==> config.mk <==
export PLATFORM = sky130hd
export DESIGN_NAME = waveform_noise_channel_flagger_unit
export DESIGN_NICKNAME = d
export VERILOG_FILES = /design/src/hw/rtl/wfncf_pkg.sv /design/src/hw/rtl/waveform_noise_channel_flagger_unit.sv
export SDC_FILE = /design/constraint.sdc
export NUM_CORES = 1
export LEC_CHECK = 0
export BUFFER_PORTS_ARGS = -buffer_cell sky130_fd_sc_hd__buf_2
export CORE_AREA = 2 2 154 126
export DETAILED_ROUTE_END_ITERATION = 8
export DIE_AREA = 0 0 156 128
export GPL_TIMING_DRIVEN = 0
export PLACE_DENSITY = 0.89
export SETUP_SLACK_MARGIN = 0.02
export SLEW_MARGIN = 20
export SYNTH_ARGS = -nofsm -noshare
export SYNTH_HDL_FRONTEND = slang
export SYNTH_SLANG_ARGS = --single-unit
==> constraint.sdc <==
create_clock -name clk -period 8.1 [get_ports clk]
set_input_delay 0.405 -clock clk [delete_from_list [all_inputs] [get_ports clk]]
set_output_delay 0.405 -clock clk [all_outputs]
set_load 0.05 [all_outputs]
==> src/hw/rtl/wfncf_pkg.sv <==
// ----------------------------------------------------------------------------
// wfncf_pkg
// Shared types and constants of the waveform noise channel flagger.
// ----------------------------------------------------------------------------
package wfncf_pkg;

	localparam int unsigned SAMPLE_W  = 12;
	localparam int unsigned CHANNEL_W = 14;
	localparam int unsigned Q124_W    = 16;
	localparam int unsigned CUT_W     = 13;
	localparam int unsigned ADDR_W    = 4;
	localparam int unsigned DATA_W    = 32;

	// ADC code flagged as a corrupted sample
	localparam logic [SAMPLE_W-1:0] BAD_CODE = 12'hBAD;

	// register map, index = paddr[3:2]
	typedef enum logic [1:0] {
		REG_SIGMA_CUT     = 2'd0,
		REG_BAD_CODE_CUT  = 2'd1,
		REG_PED_DISTANCE  = 2'd2,
		REG_AWAY_CUT      = 2'd3
	} reg_idx_t;

	localparam logic [Q124_W-1:0]   SIGMA_CUT_RST   = 16'd1600;
	localparam logic [CUT_W-1:0]    BAD_CODE_CUT_RST = 13'd5;
	localparam logic [SAMPLE_W-1:0] PED_DISTANCE_RST = 12'd100;
	localparam logic [CUT_W-1:0]    AWAY_CUT_RST    = 13'd100;

endpackage

==> src/hw/rtl/waveform_noise_channel_flagger_unit.sv <==
// ----------------------------------------------------------------------------
// waveform_noise_channel_flagger_unit
// Per-channel noise checks on a stream of raw ADC samples, one verdict a wave.
// ----------------------------------------------------------------------------
// Input channel (in_valid/in_ready): one raw sample per transaction; the first
// sample of a waveform also carries channel_id, pedestal and sigma, marked by
// first_of_wave. last_of_wave closes the waveform and produces one verdict on
// the output channel (out_valid/out_ready); other samples produce nothing.
// A sample is registered on acceptance and evaluated in the next cycle; the
// verdict is loaded into the output register when the last sample leaves the
// input register, which waits while an earlier verdict is still held.
// Throughput: one sample per cycle, set by the single evaluation stage, which
// updates counters and result register together; a closing sample can stall.
// A held verdict does not block samples that produce no result; a second
// verdict waits in the input register and in_ready drops only then.
// Reset clears the counters, held channel and pedestal, sets the parity flag
// and loads the register defaults; pready is always high. Registers are to be
// written over the APB-style port only while the stream is idle (not enforced).
// ----------------------------------------------------------------------------
module waveform_noise_channel_flagger_unit #(
	parameter int unsigned MAX_SAMPLES = 4096
) (
	input  logic                                clk,
	input  logic                                arst_n,
	// configuration
	input  logic                                psel,
	input  logic                                penable,
	input  logic                                pwrite,
	input  logic [wfncf_pkg::ADDR_W-1:0]        paddr,
	input  logic [wfncf_pkg::DATA_W-1:0]        pwdata,
	output logic [wfncf_pkg::DATA_W-1:0]        prdata,
	output logic                                pready,
	// sample stream
	input  logic                                in_valid,
	output logic                                in_ready,
	input  logic [wfncf_pkg::SAMPLE_W-1:0]      sample,
	input  logic [wfncf_pkg::CHANNEL_W-1:0]     channel_id,
	input  logic [wfncf_pkg::Q124_W-1:0]        pedestal,
	input  logic [wfncf_pkg::Q124_W-1:0]        sigma,
	input  logic                                first_of_wave,
	input  logic                                last_of_wave,
	// verdicts
	output logic                                out_valid,
	input  logic                                out_ready,
	output logic [wfncf_pkg::CHANNEL_W-1:0]     channel_out,
	output logic                                bad,
	output logic                                sigma_high,
	output logic                                bad_codes_high,
	output logic                                same_parity,
	output logic                                away_high
);

	localparam int unsigned CNT_W = $clog2(MAX_SAMPLES + 1);
	localparam int unsigned CMP_W = (CNT_W > wfncf_pkg::CUT_W) ? CNT_W : wfncf_pkg::CUT_W;
	localparam logic [CNT_W-1:0] CNT_MAX = CNT_W'(MAX_SAMPLES);

	// configuration registers
	logic [wfncf_pkg::Q124_W-1:0]   sigma_cut_q;
	logic [wfncf_pkg::CUT_W-1:0]    bad_code_cut_q;
	logic [wfncf_pkg::SAMPLE_W-1:0] ped_distance_q;
	logic [wfncf_pkg::CUT_W-1:0]    away_cut_q;

	logic                   cfg_wr;
	wfncf_pkg::reg_idx_t    cfg_idx;

	assign pready  = 1'b1;
	assign cfg_idx = wfncf_pkg::reg_idx_t'(paddr[3:2]);
	assign cfg_wr  = psel & penable & pwrite;

	always_ff @(posedge clk or negedge arst_n) begin
		if (!arst_n) begin
			sigma_cut_q    <= wfncf_pkg::SIGMA_CUT_RST;
			bad_code_cut_q <= wfncf_pkg::BAD_CODE_CUT_RST;
			ped_distance_q <= wfncf_pkg::PED_DISTANCE_RST;
			away_cut_q     <= wfncf_pkg::AWAY_CUT_RST;
		end else if (cfg_wr) begin
			case (cfg_idx)
				wfncf_pkg::REG_SIGMA_CUT:    sigma_cut_q    <= pwdata[wfncf_pkg::Q124_W-1:0];
				wfncf_pkg::REG_BAD_CODE_CUT: bad_code_cut_q <= pwdata[wfncf_pkg::CUT_W-1:0];
				wfncf_pkg::REG_PED_DISTANCE: ped_distance_q <= pwdata[wfncf_pkg::SAMPLE_W-1:0];
				wfncf_pkg::REG_AWAY_CUT:     away_cut_q     <= pwdata[wfncf_pkg::CUT_W-1:0];
				default: ;
			endcase
		end
	end

	always_comb begin
		prdata = '0;
		case (cfg_idx)
			wfncf_pkg::REG_SIGMA_CUT:    prdata = wfncf_pkg::DATA_W'(sigma_cut_q);
			wfncf_pkg::REG_BAD_CODE_CUT: prdata = wfncf_pkg::DATA_W'(bad_code_cut_q);
			wfncf_pkg::REG_PED_DISTANCE: prdata = wfncf_pkg::DATA_W'(ped_distance_q);
			wfncf_pkg::REG_AWAY_CUT:     prdata = wfncf_pkg::DATA_W'(away_cut_q);
			default:                     prdata = '0;
		endcase
	end

	// input register
	logic                              valid_s1;
	logic [wfncf_pkg::SAMPLE_W-1:0]    sample_s1;
	logic [wfncf_pkg::CHANNEL_W-1:0]   channel_s1;
	logic [wfncf_pkg::Q124_W-1:0]      pedestal_s1;
	logic [wfncf_pkg::Q124_W-1:0]      sigma_s1;
	logic                              first_s1;
	logic                              last_s1;

	logic out_valid_q;
	logic advance_s1;

	// a sample without a verdict never waits for the output side
	assign advance_s1 = valid_s1 & (~last_s1 | ~out_valid_q | out_ready);
	assign in_ready   = ~valid_s1 | advance_s1;

	always_ff @(posedge clk or negedge arst_n) begin
		if (!arst_n) begin
			valid_s1 <= 1'b0;
		end else if (in_ready) begin
			valid_s1 <= in_valid;
		end
	end

	always_ff @(posedge clk) begin
		if (in_valid && in_ready) begin
			sample_s1   <= sample;
			channel_s1  <= channel_id;
			pedestal_s1 <= pedestal;
			sigma_s1    <= sigma;
			first_s1    <= first_of_wave;
			last_s1     <= last_of_wave;
		end
	end

	// per-waveform state
	logic                            first_parity_q;
	logic [CNT_W-1:0]                bad_cnt_q;
	logic [CNT_W-1:0]                away_cnt_q;
	logic                            parity_same_q;
	logic [wfncf_pkg::CHANNEL_W-1:0] held_channel_q;
	logic [wfncf_pkg::Q124_W-1:0]    held_pedestal_q;
	logic                            sigma_flag_q;

	logic                            fp_d;
	logic [CNT_W-1:0]                bad_base;
	logic [CNT_W-1:0]                away_base;
	logic                            par_base;
	logic [wfncf_pkg::CHANNEL_W-1:0] chan_d;
	logic [wfncf_pkg::Q124_W-1:0]    ped_d;
	logic                            sflag_d;
	logic [CNT_W-1:0]                bad_cnt_d;
	logic [CNT_W-1:0]                away_cnt_d;
	logic                            par_d;
	logic [wfncf_pkg::Q124_W-1:0]    s16;
	logic [wfncf_pkg::Q124_W-1:0]    ped_gap;
	logic [wfncf_pkg::Q124_W-1:0]    dist_lim;
	logic                            is_away;
	logic                            r_bad_codes;
	logic                            r_away;

	always_comb begin
		if (first_s1) begin
			fp_d      = sample_s1[0];
			bad_base  = '0;
			away_base = '0;
			par_base  = 1'b1;
			chan_d    = channel_s1;
			ped_d     = pedestal_s1;
			sflag_d   = sigma_s1 > sigma_cut_q;
		end else begin
			fp_d      = first_parity_q;
			bad_base  = bad_cnt_q;
			away_base = away_cnt_q;
			par_base  = parity_same_q;
			chan_d    = held_channel_q;
			ped_d     = held_pedestal_q;
			sflag_d   = sigma_flag_q;
		end

		// Q12.4 distance, exact
		s16      = {sample_s1, 4'b0000};
		ped_gap  = (s16 >= ped_d) ? (s16 - ped_d) : (ped_d - s16);
		dist_lim = {ped_distance_q, 4'b0000};
		is_away  = ped_gap > dist_lim;

		bad_cnt_d = bad_base;
		if (sample_s1 == wfncf_pkg::BAD_CODE && bad_base < CNT_MAX) begin
			bad_cnt_d = bad_base + CNT_W'(1);
		end
		away_cnt_d = away_base;
		if (is_away && away_base < CNT_MAX) begin
			away_cnt_d = away_base + CNT_W'(1);
		end
		par_d = par_base & (sample_s1[0] == fp_d);

		r_bad_codes = CMP_W'(bad_cnt_d) > CMP_W'(bad_code_cut_q);
		r_away      = CMP_W'(away_cnt_d) > CMP_W'(away_cut_q);
	end

	always_ff @(posedge clk or negedge arst_n) begin
		if (!arst_n) begin
			first_parity_q  <= 1'b0;
			bad_cnt_q       <= '0;
			away_cnt_q      <= '0;
			parity_same_q   <= 1'b1;
			held_channel_q  <= '0;
			held_pedestal_q <= '0;
			sigma_flag_q    <= 1'b0;
		end else if (advance_s1) begin
			first_parity_q  <= fp_d;
			bad_cnt_q       <= bad_cnt_d;
			away_cnt_q      <= away_cnt_d;
			parity_same_q   <= par_d;
			held_channel_q  <= chan_d;
			held_pedestal_q <= ped_d;
			sigma_flag_q    <= sflag_d;
		end
	end

	// result register
	logic                            load_out;
	logic [wfncf_pkg::CHANNEL_W-1:0] channel_out_q;
	logic                            sigma_high_q;
	logic                            bad_codes_q;
	logic                            parity_q;
	logic                            away_q;

	assign load_out = advance_s1 & last_s1;

	always_ff @(posedge clk or negedge arst_n) begin
		if (!arst_n) begin
			out_valid_q <= 1'b0;
		end else if (load_out) begin
			out_valid_q <= 1'b1;
		end else if (out_ready) begin
			out_valid_q <= 1'b0;
		end
	end

	always_ff @(posedge clk) begin
		if (load_out) begin
			channel_out_q <= chan_d;
			sigma_high_q  <= sflag_d;
			bad_codes_q   <= r_bad_codes;
			parity_q      <= par_d;
			away_q        <= r_away;
		end
	end

	assign out_valid      = out_valid_q;
	assign channel_out    = channel_out_q;
	assign sigma_high     = sigma_high_q;
	assign bad_codes_high = bad_codes_q;
	assign same_parity    = parity_q;
	assign away_high      = away_q;
	assign bad            = sigma_high_q | bad_codes_q | parity_q | away_q;

endmodule
# --- Yosys cells after proc, flatten, opt, wreduce, memory -nomap -nowiden ---
# Cells that the tools add are included.
# Widths: inputs -> output; s select.
word_totals:
  reg_bits: 193
  input_bits: 103
  out_inout_bits: 54
  wordCells: 76
op_classes:
  add_sub_neg: 4
  magnitude_cmp: 7
  n_eq_ne: 5
  n_mux: 13
  n_bitwise: 14
  reduce_logical: 9
ops:
  columns: ["operator", "count"]
  rows:
  - ["$pmux 32 s4", 1]
  - ["$mux 13", 4]
  - ["$gt 16x16->1", 2]
  - ["$mux 16", 2]
  - ["$sub 16x16->16", 2]
  - ["$add 13x1->13 const B", 2]
  - ["$gt 13x13->1", 2]
  - ["$lt 13x13->1 const B", 2]
  - ["$ge 16x16->1", 1]
  - ["$mux 14", 1]
  - ["$eq 12x12->1 const B", 1]
  - ["$reduce_and 2->1", 4]
  - ["$or 1x1->1", 6]
  - ["$and 1x1->1", 5]
  - ["$mux 1", 5]
  - ["$eq 2x2->1 const B", 2]
  - ["$logic_and 1x1->1", 3]
  - ["$not 1->1", 3]
  - ["$eq 2x1->1 const B", 1]
  - ["$logic_not 2->1", 1]
  - ["$reduce_bool 2->1", 1]
  - ["$eq 1x1->1", 1]

# --- Longest topological paths before layout ---
# Gate-level depths: netlist of run 1.
depth:
  word_depth: 7
  depth_mapped: 33

# --- Worst setup path after synthesis of run 1 ---
# Ideal clock, no wire load.
synth_timing:
  path_type: "register to register"
  from: "register first_s1"
  to: "register away_q, in the netlist away_high, data pin"
  setup_time_ns: 0.261
  arrival_ns: 6.282
  t_required_ns: 7.839
  setup_slack_ns: 1.557
  stages_incl_launch_ff: 32
  n_path_buf: 4
  period_less_slack_ns: 6.543
  path_cell_list: "edfxtp_1 > clkbuf_1 > clkbuf_1 > buf_1 > mux2i_1 > inv_1 > ha_1 > o21ai_0 > nor2_1 > o22a_4 > a21oi_4 > mux2_2 > a221oi_1 > o21ai_0 > xor2_1 > ha_1 > nand4_1 > or2_2 > a311oi_1 > buf_2 > nand4_1 > xor2_1 > nor2_1 > ha_1 > a21oi_1 > nor2_1 > nor2_1 > o311ai_0 > a21oi_1 > nor2b_1 > o21ai_0 > a21oi_1"
synth_via:
  elab_chain_len: 7
synth_lines:
  columns: ["item", "line", "rtl"]
  rows:
  - ["from (decl)", "waveform_noise_channel_flagger_unit.sv:104", "logic first_s1;"]
  - ["from (signal assigned)", "waveform_noise_channel_flagger_unit.sv:128", "first_s1 <= first_of_wave;"]
  - ["$mux 16 *", "waveform_noise_channel_flagger_unit.sv:160", "if (first_s1) begin"]
  - ["via ped_d (one bit)", "waveform_noise_channel_flagger_unit.sv:147", "logic [wfncf_pkg::Q124_W-1:0] ped_d;"]
  - ["$sub 16x16->16 / $ge 16x16->1 (equally long branches)", "waveform_noise_channel_flagger_unit.sv:180", "ped_gap = (s16 >= ped_d) ? (s16 - ped_d) : (ped_d - s16);"]
  - ["$mux 16 *", "waveform_noise_channel_flagger_unit.sv:180", null]
  - ["$gt 16x16->1 *", "waveform_noise_channel_flagger_unit.sv:182", "is_away = ped_gap > dist_lim;"]
  - ["$logic_and 1x1->1 *", "waveform_noise_channel_flagger_unit.sv:189", "if (is_away && away_base < CNT_MAX) begin"]
  - ["$mux 13 *", "waveform_noise_channel_flagger_unit.sv:189", null]
  - ["via away_cnt_d[4]", "waveform_noise_channel_flagger_unit.sv:150", "logic [CNT_W-1:0] away_cnt_d;"]
  - ["$gt 13x13->1 *", "waveform_noise_channel_flagger_unit.sv:195", "r_away = CMP_W'(away_cnt_d) > CMP_W'(away_cut_q);"]
  - ["via r_away", "waveform_noise_channel_flagger_unit.sv:157", "logic r_away;"]
  - ["to (signal assigned)", "waveform_noise_channel_flagger_unit.sv:244", "away_q <= r_away;"]
  - ["to (decl)", "waveform_noise_channel_flagger_unit.sv:224", "logic away_q;"]
# The timed path passes the listed nets; every way through them passes the cells marked *.
# A chain may end at the register's enable or synchronous reset.

# --- Worst setup path in the final report of run 1 ---
layout_timing:
  from: "register first_s1"
  to: "register away_q, in the netlist away_high, data pin"
layout_via:
  elab_chain_len: 7
layout_lines:
  columns: ["item", "line"]
  rows:
  - ["$mux 16", "waveform_noise_channel_flagger_unit.sv:160"]
  - ["$sub 16x16->16 / $ge 16x16->1 (equally long branches)", "waveform_noise_channel_flagger_unit.sv:180"]
  - ["$mux 16", "waveform_noise_channel_flagger_unit.sv:180"]
  - ["$gt 16x16->1", "waveform_noise_channel_flagger_unit.sv:182"]
  - ["$logic_and 1x1->1", "waveform_noise_channel_flagger_unit.sv:189"]
  - ["$mux 13 *", "waveform_noise_channel_flagger_unit.sv:189"]
  - ["via away_cnt_d[8]", "waveform_noise_channel_flagger_unit.sv:150"]
  - ["$gt 13x13->1 *", "waveform_noise_channel_flagger_unit.sv:195"]
  - ["via r_away", "waveform_noise_channel_flagger_unit.sv:157"]
# Marked as above.

==> metrics.log, run 1 <==
[metrics] most common flop cell mapped by yosys: sky130_fd_sc_hd__dfrtp_1
[metrics] required time of the worst setup path: 8.36 ns
[metrics] DR DRC count: 0
[metrics] cell taking the most area after synthesis: sky130_fd_sc_hd__dfrtp_1
[metrics] total iterations of the first detailed-routing run: 6
[metrics] final core area utilization: 66.0%
[metrics] worst hold start: sigma[11]
[metrics] cell count after synthesis: 941
[metrics] critical path start-end classification: reg -> reg
[metrics] mean instance size in the synthesized netlist: 11.2 µm²
[metrics] delay of the slowest cell on the worst path: 0.51 ns
[metrics] via count: 7791
[metrics] antenna violations before repair: 0
[metrics] worst min-delay path category: in -> reg
[metrics] clock sink count: 193
[metrics] number of CTS-inserted buffers: 17
[metrics] Reg clk slew, reported paths: 0.08 ns
[metrics] fill cell instance count of the final layout: 1338
[metrics] Vias per Instance: 5.78
[metrics] number of cells on the worst hold path: 1
[metrics] initial core utilization: 57.0%
[metrics] top-count cell post-synth: sky130_fd_sc_hd__nand2_1
[metrics] number of different library cells in the post-synthesis netlist: 65
[metrics] area taken by flip-flops and latches: 5240 µm²
[metrics] number of buffers and inverters on the critical path: 4
[metrics] outcome: finished, final reports clean
[metrics] share of the yosys chip area belonging to registers: 49.5%
[metrics] maximum vdd drop: 141 µV
[metrics] Placed Cells: 1314
[metrics] CTS tree: yes
[metrics] worst r2r src: first_s1$_DFFE_PP_
[metrics] fraction of synthesis flops using an asynchronous set or reset pin: 59.6%
[metrics] Final Wtd Congestion: 0.899
[metrics] post-route fraction of the period consumed by the critical path: 94.0%
[metrics] Post-Syn Area: 10600 µm²
[metrics] most instantiated cells after synthesis: sky130_fd_sc_hd__nand2_1 (109), sky130_fd_sc_hd__dfrtp_1 (103), sky130_fd_sc_hd__ha_1 (79)
[metrics] overall power: 3.04 mW
[metrics] io pins: 157
[metrics] Iteration-0 DRC Markers: 572
[metrics] Final Hold Vio Count: 0
[metrics] nature of the critical path endpoint: flip-flop
[metrics] number of violations of the max-capacitance limit: 0
[metrics] Final Max Slew Viols: 0
[metrics] launching element of the worst setup path: first_s1$_DFFE_PP_
[metrics] maximum clock frequency: 131 MHz
[metrics] number of antenna diodes: 0
[metrics] fraction of post-synthesis cell area in the top cell type by area: 24.4%
[metrics] full die area: 20000 µm²
[metrics] arrival time of data at the critical path endpoint: 7.87 ns
[metrics] flip-flop and latch count after synthesis: 193
[metrics] endpoints failing setup: 0
[metrics] ratio of cells with drive above 1 in the final layout: 26.3%
[metrics] Total Wirelength: 25100 µm
[metrics] dpl hpwl: 18300 µm
[metrics] Relative slew margins: 41.4%
[metrics] grt total ovfl: 0
[metrics] cells taking the most area after synthesis: sky130_fd_sc_hd__dfrtp_1 (24%), sky130_fd_sc_hd__edfxtp_1 (22%), sky130_fd_sc_hd__ha_1 (9.4%), sky130_fd_sc_hd__mux2_2 (7.1%), sky130_fd_sc_hd__nand2_1 (3.9%)
[metrics] floorplan core area: 18500 µm²
[metrics] Worst R2R Setup Slack: 0.49 ns
[metrics] minimum clock period after layout: 7.61 ns
[metrics] areal power density over the cells: 248 nW/µm²
[metrics] pin count of the biggest net entering global routing: 68
[metrics] layout overhead on the synthesized area: 15.7%
[metrics] CP top delay family: compound AO/OA/AOI/OAI gates
[metrics] worst setup skew after layout: 0.00933 ns
[metrics] Vert. Die Dim: 128 µm
[metrics] Synth warnings: 0
[metrics] number of enable flip-flop cells after synthesis: 78
[metrics] count of buffers inserted at the top-level ports: 121
[metrics] Least-Margin Pin Slew: 0.880 ns
[metrics] footprint of the multi-input gates: 4830 µm²
[metrics] final non-filler cell total: 1347
[metrics] global-route wire length before repair: 39700 µm
[metrics] average wire per standard cell: 18.7 µm
[metrics] Skew-Pair Late Insertion Delay: 0.45 ns
[metrics] depth of the most critical reg-to-reg path: 29
[metrics] root buf cell: sky130_fd_sc_hd__clkbuf_16
[metrics] leak pwr: 5.60 nW
[metrics] die width: 156 µm
[metrics] buffer depth of the longest clock path: 2
[metrics] number of global-route vias before repair: 7737
[metrics] number of stages on the worst setup path: 29
[metrics] FP Rows: 45
[metrics] antenna violation net count after detailed routing: 0
[metrics] H-tree depth: 4
[metrics] All-Layer GR Usage: 25.9%
[metrics] peak fanout along the critical path: 10
[metrics] Final nets: 1282
[metrics] worst-path cell with the longest stage delay: sky130_fd_sc_hd__edfxtp_1
[metrics] kind of start point of the critical path: flip-flop
==> layout by cell type (no fill, tap or decap), types with 18 or more instances in the layout <==
master	Yosys	routed
sky130_fd_sc_hd__dfrtp_1	103	103
sky130_fd_sc_hd__o21ai_0	72	72
sky130_fd_sc_hd__ha_1	79	79
sky130_fd_sc_hd__nand2_1	109	109
sky130_fd_sc_hd__buf_2	4	125
sky130_fd_sc_hd__mux2_2	67	67
sky130_fd_sc_hd__clkbuf_1	24	22
sky130_fd_sc_hd__nand4_1	20	20
sky130_fd_sc_hd__nor2_1	37	37
sky130_fd_sc_hd__a21oi_1	24	24
sky130_fd_sc_hd__buf_4	18	18
sky130_fd_sc_hd__edfxtp_1	78	78
sky130_fd_sc_hd__mux2i_1	25	25
sky130_fd_sc_hd__inv_1	77	77
==> metal layers <==
layer	track usage [%]	wire length, µm	vias to the layer above
met4	11.0	889	0
met2	40.7	11900	339
met3	7.57	2290	65
met1	33.9	10000	3778
li1	-	-	3609
met5	0	0	-
==> flip-flops by register name, summed over array words and instances, names as in the netlist, 12 cells and up <==
name,cells
away_cnt_q,13
away_cut_q,13
bad_cnt_q,13
bad_code_cut_q,13
channel_out,14
channel_s1,14
held_channel_q,14
held_pedestal_q,16
ped_distance_q,12
pedestal_s1,16
sample_s1,12
sigma_cut_q,16
sigma_s1,16
==> where the power goes <==
group | leakage [nW] | switching [mW] | internal (mW)
clock | 0.303 | 0.437 | 0.454
combinational | 3.13 | 0.529 | 0.354
sequential | 2.17 | 0.0880 | 1.17
total | 5.60 | 1.05 | 1.98
==> cells by family after synthesis <==
group                    after synthesis  synth area share [%]
flip-flops                           193                  49.5
other                                  2                0.0711
multiplexers                         105                  12.3
buffers and inverters                129                  5.35
AND/OR/NAND/NOR                      250                  11.6
XOR/XNOR                              33                  2.74
AO/OA/AOI/OAI                        149                  8.86
adder cells (fa/ha/maj)               80                  9.54
==> worst register-to-register path, delay by kind of cell (launching register included) <==
kind	cells	cell delay [ns]
buf+inv	4	1.29
mux	2	0.76
flops	1	0.51
simple gates	7	1.04
fa+ha+maj	3	0.96
xor+xnor	2	0.34
compound gates	11	2.51
==> what timing repair did <==
item                                    CTS  global route
buffers inserted                          0             0
hold buffers                              1             0
endpoints found under the hold margin    47             0
gates resized for setup                   0             7
endpoints found under the setup margin    0             1
==> path summary, 6_finish.rpt <==
check / endpoint
hold / removal: sigma_s1[11]$_DFFE_PP_
hold reg to reg: parity_same_q$_DFFE_PN1P_
setup reg to reg: away_high$_DFFE_PP_
max in group asynchronous: ped_distance_q[6]$_DFFE_PN1P_
min in group asynchronous: held_channel_q[8]$_DFFE_PN0P_
setup / recovery: away_high$_DFFE_PP_
==> metrics by stage <==
step	TNS [ns]	area, µm²	setup slack, ns	hold slack (ns)
final	0	12200	0.489	0.118
after global routing	-0.0496	12200	-0.0496	0.109
after CTS	0	12200	0.0406	0.114
after detailed placement	0	11600	0.131	0.383
after global placement	0	11500	0.232	0.459
after floorplan	0	10600	1.56	0.109
==> layout make-up <==
| type | count | area share [%] |
|---|---|---|
| Clock inverter | 15 | 1.67 |
| Buffer | 51 | 2.26 |
| Sequential cell | 193 | 42.8 |
| Tap cell | 235 | 2.40 |
| Clock buffer | 17 | 3.48 |
| Inverter | 78 | 2.39 |
| Timing Repair Buffer | 124 | 5.47 |
| Multi-Input combinational cell | 634 | 39.5 |
(Power assumes the default switching activity.)
==> run 2, diff against run 1 <==
PLACE_DENSITY = 0.8   (was 0.89)
REMOVE_ABC_BUFFERS = 1   (was default)
==> run 2 against run 1 <==
Net effect: hold slack improved by 0.022 ns; global-route usage is 2.2 points lower; sequential share of layout area is 0.69 points higher; fmax is 3.0% higher; cell count shrank 3.4%; non-clock buffer count fell by 46; clock power is 4.9% lower; largest power group unchanged; register-to-register slack better by 0.22 ns.
==> metrics.log, run 2 (synthesized netlist as in run 1, its figures left out) <==
[metrics] floorplan core area: 18500 µm² (unchanged)
[metrics] arrival time of data at the critical path endpoint: 7.66 ns (was 7.87 ns)
[metrics] Vert. Die Dim: 128 µm (unchanged)
[metrics] Final Wtd Congestion: 0.881 (was 0.899)
[metrics] dpl hpwl: 16300 µm (was 18300 µm)
[metrics] clock sink count: 193 (unchanged)
[metrics] global-route wire length before repair: 36700 µm (was 39700 µm)
[metrics] die width: 156 µm (unchanged)
[metrics] nature of the critical path endpoint: flip-flop (unchanged)
[metrics] layout overhead on the synthesized area: 13.9% (was 15.7%)
[metrics] ratio of cells with drive above 1 in the final layout: 25.7% (was 26.3%)
[metrics] peak fanout along the critical path: 16 (was 10)
[metrics] sum of negative setup slack: 0 ns (unchanged)
[metrics] total cell area at the placement stage: 11400 µm² (was 11600 µm²)
[metrics] number of violations of the max-capacitance limit: 0 (unchanged)
[metrics] DR DRC count: 0 (unchanged)
[metrics] average wire per standard cell: 17.1 µm (was 18.7 µm)
[metrics] worst r2r src: first_s1$_DFFE_PP_ (unchanged)
[metrics] number of cells on the worst hold path: 1 (unchanged)
[metrics] count of buffers inserted at the top-level ports: 121 (unchanged)
[metrics] number of antenna diodes: 0 (unchanged)
[metrics] maximum vdd drop: 146 µV (was 141 µV)
[metrics] worst slack, placed: 0.653 ns (was 0.131 ns)
[metrics] worst min-delay path category: in -> reg (unchanged)
[metrics] Design Area, Final: 12000 µm² (was 12200 µm²)
[metrics] Vias per Instance: 5.59 (was 5.78)
[metrics] Least-Margin Pin Slew: 0.972 ns (was 0.880 ns)
[metrics] H-tree depth: 4 (unchanged)
[metrics] footprint of the multi-input gates: 4850 µm² (was 4830 µm²)
[metrics] Iteration-0 DRC Markers: 444 (was 572)
[metrics] io pins: 157 (unchanged)
[metrics] via count: 7277 (was 7791)
[metrics] most frequent cells in the layout: sky130_fd_sc_hd__buf_2 (120), sky130_fd_sc_hd__nand2_1 (108), sky130_fd_sc_hd__dfrtp_1 (103) (was sky130_fd_sc_hd__buf_2 (125), sky130_fd_sc_hd__nand2_1 (109), sky130_fd_sc_hd__dfrtp_1 (103))
[metrics] overall power: 2.96 mW (was 3.04 mW)
[metrics] kind of start point of the critical path: flip-flop (unchanged)
[metrics] total iterations of the first detailed-routing run: 5 (was 6)
[metrics] post-route fraction of the period consumed by the critical path: 91.2% (was 94.0%)
[metrics] Skew-Pair Late Insertion Delay: 0.43 ns (was 0.45 ns)
[metrics] number of global-route vias before repair: 7187 (was 7737)
[metrics] setup repair after global routing missed its margin: false
[metrics] depth of the most critical reg-to-reg path: 25 (was 29)
[metrics] final non-filler cell total: 1301 (was 1347)
[metrics] leak pwr: 5.48 nW (was 5.60 nW)
[metrics] All-Layer GR Usage: 23.8% (was 25.9%)
[metrics] outcome: finished, final reports clean (unchanged)
[metrics] antenna violations before repair: 0 (unchanged)
[metrics] grt total ovfl: 0 (unchanged)
[metrics] number of CTS-inserted buffers: 17 (unchanged)
[metrics] Placed Cells: 1268 (was 1314)
[metrics] worst setup skew after layout: 0.0101 ns (was 0.00933 ns)
[metrics] critical path start-end classification: reg -> reg (unchanged)
[metrics] antenna violation net count after detailed routing: 0 (unchanged)
[metrics] areal power density over the cells: 246 nW/µm² (was 248 nW/µm²)
[metrics] fill cell instance count of the final layout: 1457 (was 1338)
[metrics] Relative slew margins: 35.1% (was 41.4%)
[metrics] Worst R2R Setup Slack: 0.71 ns (was 0.49 ns)
[metrics] Final Max Slew Viols: 0 (unchanged)
[metrics] Hold Crit Endpoint: sigma_s1[8]$_DFFE_PP_ (was sigma_s1[11]$_DFFE_PP_)
[metrics] Final Hold Vio Count: 0 (unchanged)
[metrics] root buf cell: sky130_fd_sc_hd__clkbuf_16 (unchanged)
[metrics] maximum clock frequency: 135 MHz (was 131 MHz)
[metrics] FP Rows: 45 (unchanged)
[metrics] Reg clk slew, reported paths: 0.08 ns (about the same)
[metrics] initial core utilization: 57.0% (unchanged)
[metrics] pin count of the biggest net entering global routing: 67 (was 68)
[metrics] setup slack of the critical path after layout: 0.713 ns (was 0.489 ns)
[metrics] CTS tree: yes (unchanged)
[metrics] required time of the worst setup path: 8.37 ns (was 8.36 ns)
[metrics] most frequent standard cell in the layout excluding fill and tap cells: sky130_fd_sc_hd__buf_2 (unchanged)
[metrics] Final nets: 1236 (was 1282)
[metrics] buffer depth of the longest clock path: 2 (unchanged)
[metrics] worst reg2reg endpoint: away_high$_DFFE_PP_ (unchanged)
[metrics] endpoints failing setup: 0 (unchanged)
[metrics] full die area: 20000 µm² (unchanged)
[metrics] Total Wirelength: 22300 µm (was 25100 µm)
[metrics] area taken by flip-flops and latches: 5240 µm² (unchanged)
[metrics] total setup buffers inserted after CTS: 0 (unchanged)
[metrics] minimum clock period after layout: 7.39 ns (was 7.61 ns)
[metrics] worst hold start: sigma[8] (was sigma[11])
-- run 2: cell count changes in the layout (fill, tap and decap cells not counted), moves of 3 or more --
cell	before	now
sky130_fd_sc_hd__buf_2	125	120
sky130_fd_sc_hd__inv_12	3	0
sky130_fd_sc_hd__clkbuf_1	22	0
sky130_fd_sc_hd__inv_4	0	3
sky130_fd_sc_hd__clkbuf_2	3	0
sky130_fd_sc_hd__buf_4	18	0
sky130_fd_sc_hd__buf_8	0	3
-- run 2: report_power, final --
part           leakage, nW  internal (mW)  total [mW]  switching, mW
clock network        0.299          0.450       0.847          0.397
registers             2.17           1.17        1.26         0.0860
logic                 3.02          0.348       0.852          0.504
total                 5.48           1.97        2.96          0.987
-- run 2: how the worst max path moves through the flow --
stage                        from                  end  slack, ns  depth (start not counted)
2_1_floorplan  first_s1$_DFFE_PP_  away_high$_DFFE_PP_       0.37                         22
3_3_place_gp   first_s1$_DFFE_PP_  away_high$_DFFE_PP_      -1.61                         24
3_5_place_dp   first_s1$_DFFE_PP_  away_high$_DFFE_PP_       0.65                         25
4_1_cts        first_s1$_DFFE_PP_  away_high$_DFFE_PP_       0.63                         25
5_1_grt        first_s1$_DFFE_PP_  away_high$_DFFE_PP_       0.12                         27
6_report       first_s1$_DFFE_PP_  away_high$_DFFE_PP_       0.71                         25
-- run 2: layout make-up --
cell class | count | share of cell area [%]
Clock buffer | 20 | 4.06
Clock inverter | 12 | 0.863
Inverter | 78 | 2.43
Multi-Input combinational cell | 634 | 40.3
Sequential cell | 193 | 43.5
Tap cell | 235 | 2.44
Timing Repair Buffer | 129 | 6.39
-- run 2: repair_timing --
item,4_1_cts,5_1_grt
hold buffers,1,0
endpoints found under the setup margin,0,1
hold endpoints to repair,44,0
gates resized for setup,0,1
-- run 2: per-layer routing --
metal | wire length, µm | vias to the layer above | GRT usage, % | share of wire (%)
met1 | 10200 | 3534 | 32.9 | 46
met5 | 0 | - | 0 | 0
met4 | 437 | 0 | 7.18 | 2.0
met2 | 10500 | 188 | 38.1 | 47
met3 | 1130 | 28 | 5.31 | 5.1
li1 | - | 3527 | - | -
-- run 2: worst max-delay path: stages (launching register included) --
cell	delay, ns
sky130_fd_sc_hd__edfxtp_1	0.54
sky130_fd_sc_hd__buf_8	0.23
sky130_fd_sc_hd__mux2i_1	0.31
sky130_fd_sc_hd__inv_1	0.13
sky130_fd_sc_hd__ha_1	0.34
sky130_fd_sc_hd__a2111o_1	0.44
sky130_fd_sc_hd__o22a_4	0.22
sky130_fd_sc_hd__a21oi_4	0.51
sky130_fd_sc_hd__mux2_2	0.41
sky130_fd_sc_hd__a221oi_1	0.23
sky130_fd_sc_hd__o21ai_0	0.13
sky130_fd_sc_hd__xor2_1	0.16
sky130_fd_sc_hd__ha_1	0.30
sky130_fd_sc_hd__nand4_1	0.12
sky130_fd_sc_hd__or2_2	0.37
sky130_fd_sc_hd__a311oi_4	0.62
sky130_fd_sc_hd__nand4_1	0.40
sky130_fd_sc_hd__xor2_1	0.23
sky130_fd_sc_hd__nor2_1	0.06
sky130_fd_sc_hd__ha_1	0.27
sky130_fd_sc_hd__nand4_1	0.15
sky130_fd_sc_hd__o311ai_0	0.54
sky130_fd_sc_hd__a21oi_1	0.14
sky130_fd_sc_hd__nor2b_1	0.12
sky130_fd_sc_hd__o21ai_0	0.09
sky130_fd_sc_hd__a21oi_1	0.17
-- run 2: through the flow --
stage	hold slack (ns)	util (%)
global route	0.119	65.0
CTS	0.127	64.9
global placement	0.462	60.7
detailed placement	0.390	61.6
floorplan	0.109	-
finish	0.140	65.0
==> run 3, diff against run 2 <==
CORE_AREA = 2 2 152 124   (was 2 2 154 126)
CTS_BUF_LIST = sky130_fd_sc_hd__clkbuf_8   (was default)
DIE_AREA = 0 0 154 126   (was 0 0 156 128)
PLACE_DENSITY = 0.82   (was 0.8)
==> run 3 against run 2 <==
Net effect: critical path depth is 4 higher; worst setup slack better by 0.35 ns; hold slack worse by 0.051 ns; design area is 1.8% lower; sequential share of layout area is 0.81 points higher; clock-buffer cell count is 3 lower; first-iteration DRC count is 0.45% lower; cell count is 0.31% lower; routed wire length is 2.2% lower; highest routed layer unchanged.
==> metrics.log, run 3 (synthesized netlist as in run 1, its figures left out) <==
[metrics] worst-path cell with the longest stage delay: sky130_fd_sc_hd__a21oi_4 (was sky130_fd_sc_hd__a311oi_4)
[metrics] Vert. Die Dim: 126 µm (was 128 µm)
[metrics] Reg clk slew, reported paths: 0.11 ns (was 0.08 ns)
[metrics] critical path start-end classification: reg -> reg (unchanged)
[metrics] number of CTS-inserted buffers: 17 (unchanged)
[metrics] via count: 7266 (was 7277)
[metrics] kind of start point of the critical path: flip-flop (unchanged)
[metrics] sum of negative setup slack: 0 ns (unchanged)
[metrics] delay of the slowest cell on the worst path: 0.50 ns (was 0.62 ns)
[metrics] required time of the worst setup path: 8.33 ns (was 8.37 ns)
[metrics] initial core utilization: 59.1% (was 57.0%)
[metrics] worst min-delay path category: in -> reg (unchanged)
[metrics] Metal-1 WL: 10000 µm (was 10200 µm)
[metrics] area taken by flip-flops and latches: 5240 µm² (unchanged)
[metrics] length of routed met3 wiring: 1060 µm (was 1130 µm)
[metrics] Iteration-0 DRC Markers: 442 (was 444)
[metrics] areal power density over the cells: 232 nW/µm² (was 246 nW/µm²)
[metrics] minimum clock period after layout: 7.03 ns (was 7.39 ns)
[metrics] Skew-Pair Late Insertion Delay: 0.48 ns (was 0.43 ns)
[metrics] io pins: 157 (unchanged)
[metrics] root buf cell: sky130_fd_sc_hd__clkbuf_8 (was sky130_fd_sc_hd__clkbuf_16)
[metrics] setup repair after global routing missed its margin: false (unchanged)
[metrics] count of buffers inserted at the top-level ports: 121 (unchanged)
[metrics] FP Rows: 44 (was 45)
[metrics] DR WL met2: 10400 µm (was 10500 µm)
[metrics] CTS tree: yes (unchanged)
[metrics] clock sink count: 193 (unchanged)
[metrics] layout overhead on the synthesized area: 11.8% (was 13.9%)
[metrics] All-Layer GR Usage: 23.1% (was 23.8%)
[metrics] Vias per Instance: 5.60 (was 5.59)
[metrics] worst hold start: sigma[2] (was sigma[8])
[metrics] number of gates resized after CTS: 0 (unchanged)
[metrics] average wire per standard cell: 16.8 µm (was 17.1 µm)
[metrics] maximum clock frequency: 142 MHz (was 135 MHz)
[metrics] number of violations of the max-capacitance limit: 0 (unchanged)
[metrics] global-route wire length before repair: 35200 µm (was 36700 µm)
[metrics] number of global-route vias before repair: 7064 (was 7187)
[metrics] Final Max Slew Viols: 0 (unchanged)
[metrics] overall power: 2.74 mW (was 2.96 mW)
[metrics] most frequent standard cell in the layout excluding fill and tap cells: sky130_fd_sc_hd__buf_2 (unchanged)
[metrics] arrival time of data at the critical path endpoint: 7.26 ns (was 7.66 ns)
[metrics] worst setup skew after layout: 0.0142 ns (was 0.0101 ns)
[metrics] H-tree depth: 4 (unchanged)
[metrics] grt total ovfl: 0 (unchanged)
[metrics] Final Wtd Congestion: 0.866 (was 0.881)
[metrics] post-route fraction of the period consumed by the critical path: 86.8% (was 91.2%)
[metrics] leak pwr: 5.38 nW (was 5.48 nW)
[metrics] full die area: 19400 µm² (was 20000 µm²)
[metrics] Placed Cells: 1264 (was 1268)
[metrics] outcome: finished, final reports clean (unchanged)
[metrics] ratio of cells with drive above 1 in the final layout: 25.6% (was 25.7%)
[metrics] antenna violations before repair: 0 (unchanged)
[metrics] Least-Margin Pin Slew: 0.973 ns (was 0.972 ns)
[metrics] Final Hold Slack: 0.0893 ns (was 0.140 ns)
[metrics] die width: 154 µm (was 156 µm)
[metrics] pin count of the biggest net entering global routing: 71 (was 67)
[metrics] fill cell instance count of the final layout: 1399 (was 1457)
[metrics] worst r2r src: first_s1$_DFFE_PP_ (unchanged)
[metrics] total iterations of the first detailed-routing run: 5 (unchanged)
[metrics] endpoints failing setup: 0 (unchanged)
[metrics] Relative slew margins: 35.1% (about the same)
[metrics] footprint of the multi-input gates: 4840 µm² (was 4850 µm²)
[metrics] Final Hold Vio Count: 0 (unchanged)
[metrics] antenna violation net count after detailed routing: 0 (unchanged)
[metrics] Total Wirelength: 21800 µm (was 22300 µm)
[metrics] DR DRC count: 0 (unchanged)
[metrics] number of antenna diodes: 0 (unchanged)
[metrics] peak fanout along the critical path: 16 (unchanged)
[metrics] floorplan core area: 17900 µm² (was 18500 µm²)
[metrics] maximum vdd drop: 134 µV (was 146 µV)
[metrics] uppermost routed layer: met4 (unchanged)
[metrics] dpl hpwl: 16300 µm (about the same)
[metrics] nature of the critical path endpoint: flip-flop (unchanged)
[metrics] buffer depth of the longest clock path: 2 (unchanged)
[metrics] Final nets: 1237 (was 1236)
[metrics] launching element of the worst setup path: first_s1$_DFFE_PP_ (unchanged)
[metrics] most frequent cells in the layout: sky130_fd_sc_hd__buf_2 (120), sky130_fd_sc_hd__nand2_1 (108), sky130_fd_sc_hd__dfrtp_1 (103) (unchanged)
[metrics] final non-filler cell total: 1297 (was 1301)
[run 3: cell types whose count changed in the layout (fill, tap and decap cells not counted), sizes merged]
cell      change
buf           +1
bufinv        +2
clkbuf        -3
clkinv        +2
clkinvlp      +2
inv           -3
[run 3: metrics by stage]
step	setup WS (ns)	instance area, µm²	util [%]
floorplan	0.368	10300	-
global placement	-1.54	11200	62.8
detailed placement	1.06	11400	63.8
CTS	1.04	11800	66.0
global route	0.503	11800	66.0
finish	1.07	11800	66.0
[run 3: where the power goes]
group / internal, mW / total [mW] / switching (mW)
Clock: 0.278 / 0.633 / 0.355
Combinational: 0.349 / 0.849 / 0.501
Sequential: 1.17 / 1.26 / 0.0835
[run 3: what timing repair did]
action | CTS | global route
setup buffers | 0 | 0
endpoints found under the hold margin | 61 | 0
hold buffers | 1 | 0
[run 3: worst paths after layout]
path / end / slack, ns / depth (start not counted)
worst max register to register: away_high$_DFFE_PP_ / 1.07 / 29
max in group asynchronous: parity_same_q$_DFFE_PN1P_ / 6.83 / 3
worst min-delay path: sigma_s1[2]$_DFFE_PP_ / 0.09 / 1
worst min register to register: parity_same_q$_DFFE_PN1P_ / 0.48 / 2
min in group asynchronous: sigma_cut_q[15]$_DFFE_PN0P_ / 0.50 / 2
worst max-delay path: away_high$_DFFE_PP_ / 1.07 / 29
[run 3: metal layers]
metal,track usage (%),vias up
li1,-,3517
met1,32.2,3528
met2,37.3,195
met3,5.26,26
met4,5.83,0
met5,0,-
[run 3: final cells by class]
type | count | area share, %
Multi-Input combinational cell | 634 | 41.0
Clock inverter | 15 | 1.32
Clock buffer | 17 | 1.98
Tap cell | 230 | 2.44
Inverter | 78 | 2.48
Sequential cell | 193 | 44.3
Timing Repair Buffer | 130 | 6.51
[run 3: critical path: cells and delay by family, from the launching register on]
| family | cells | cell delay, ns |
|---|---|---|
| simple gates | 8 | 1.20 |
| flops | 1 | 0.44 |
| compound gates | 11 | 2.70 |
| xor+xnor | 1 | 0.23 |
| fa+ha+maj | 3 | 0.76 |
| buf+inv | 4 | 0.75 |
| mux | 2 | 0.69 |
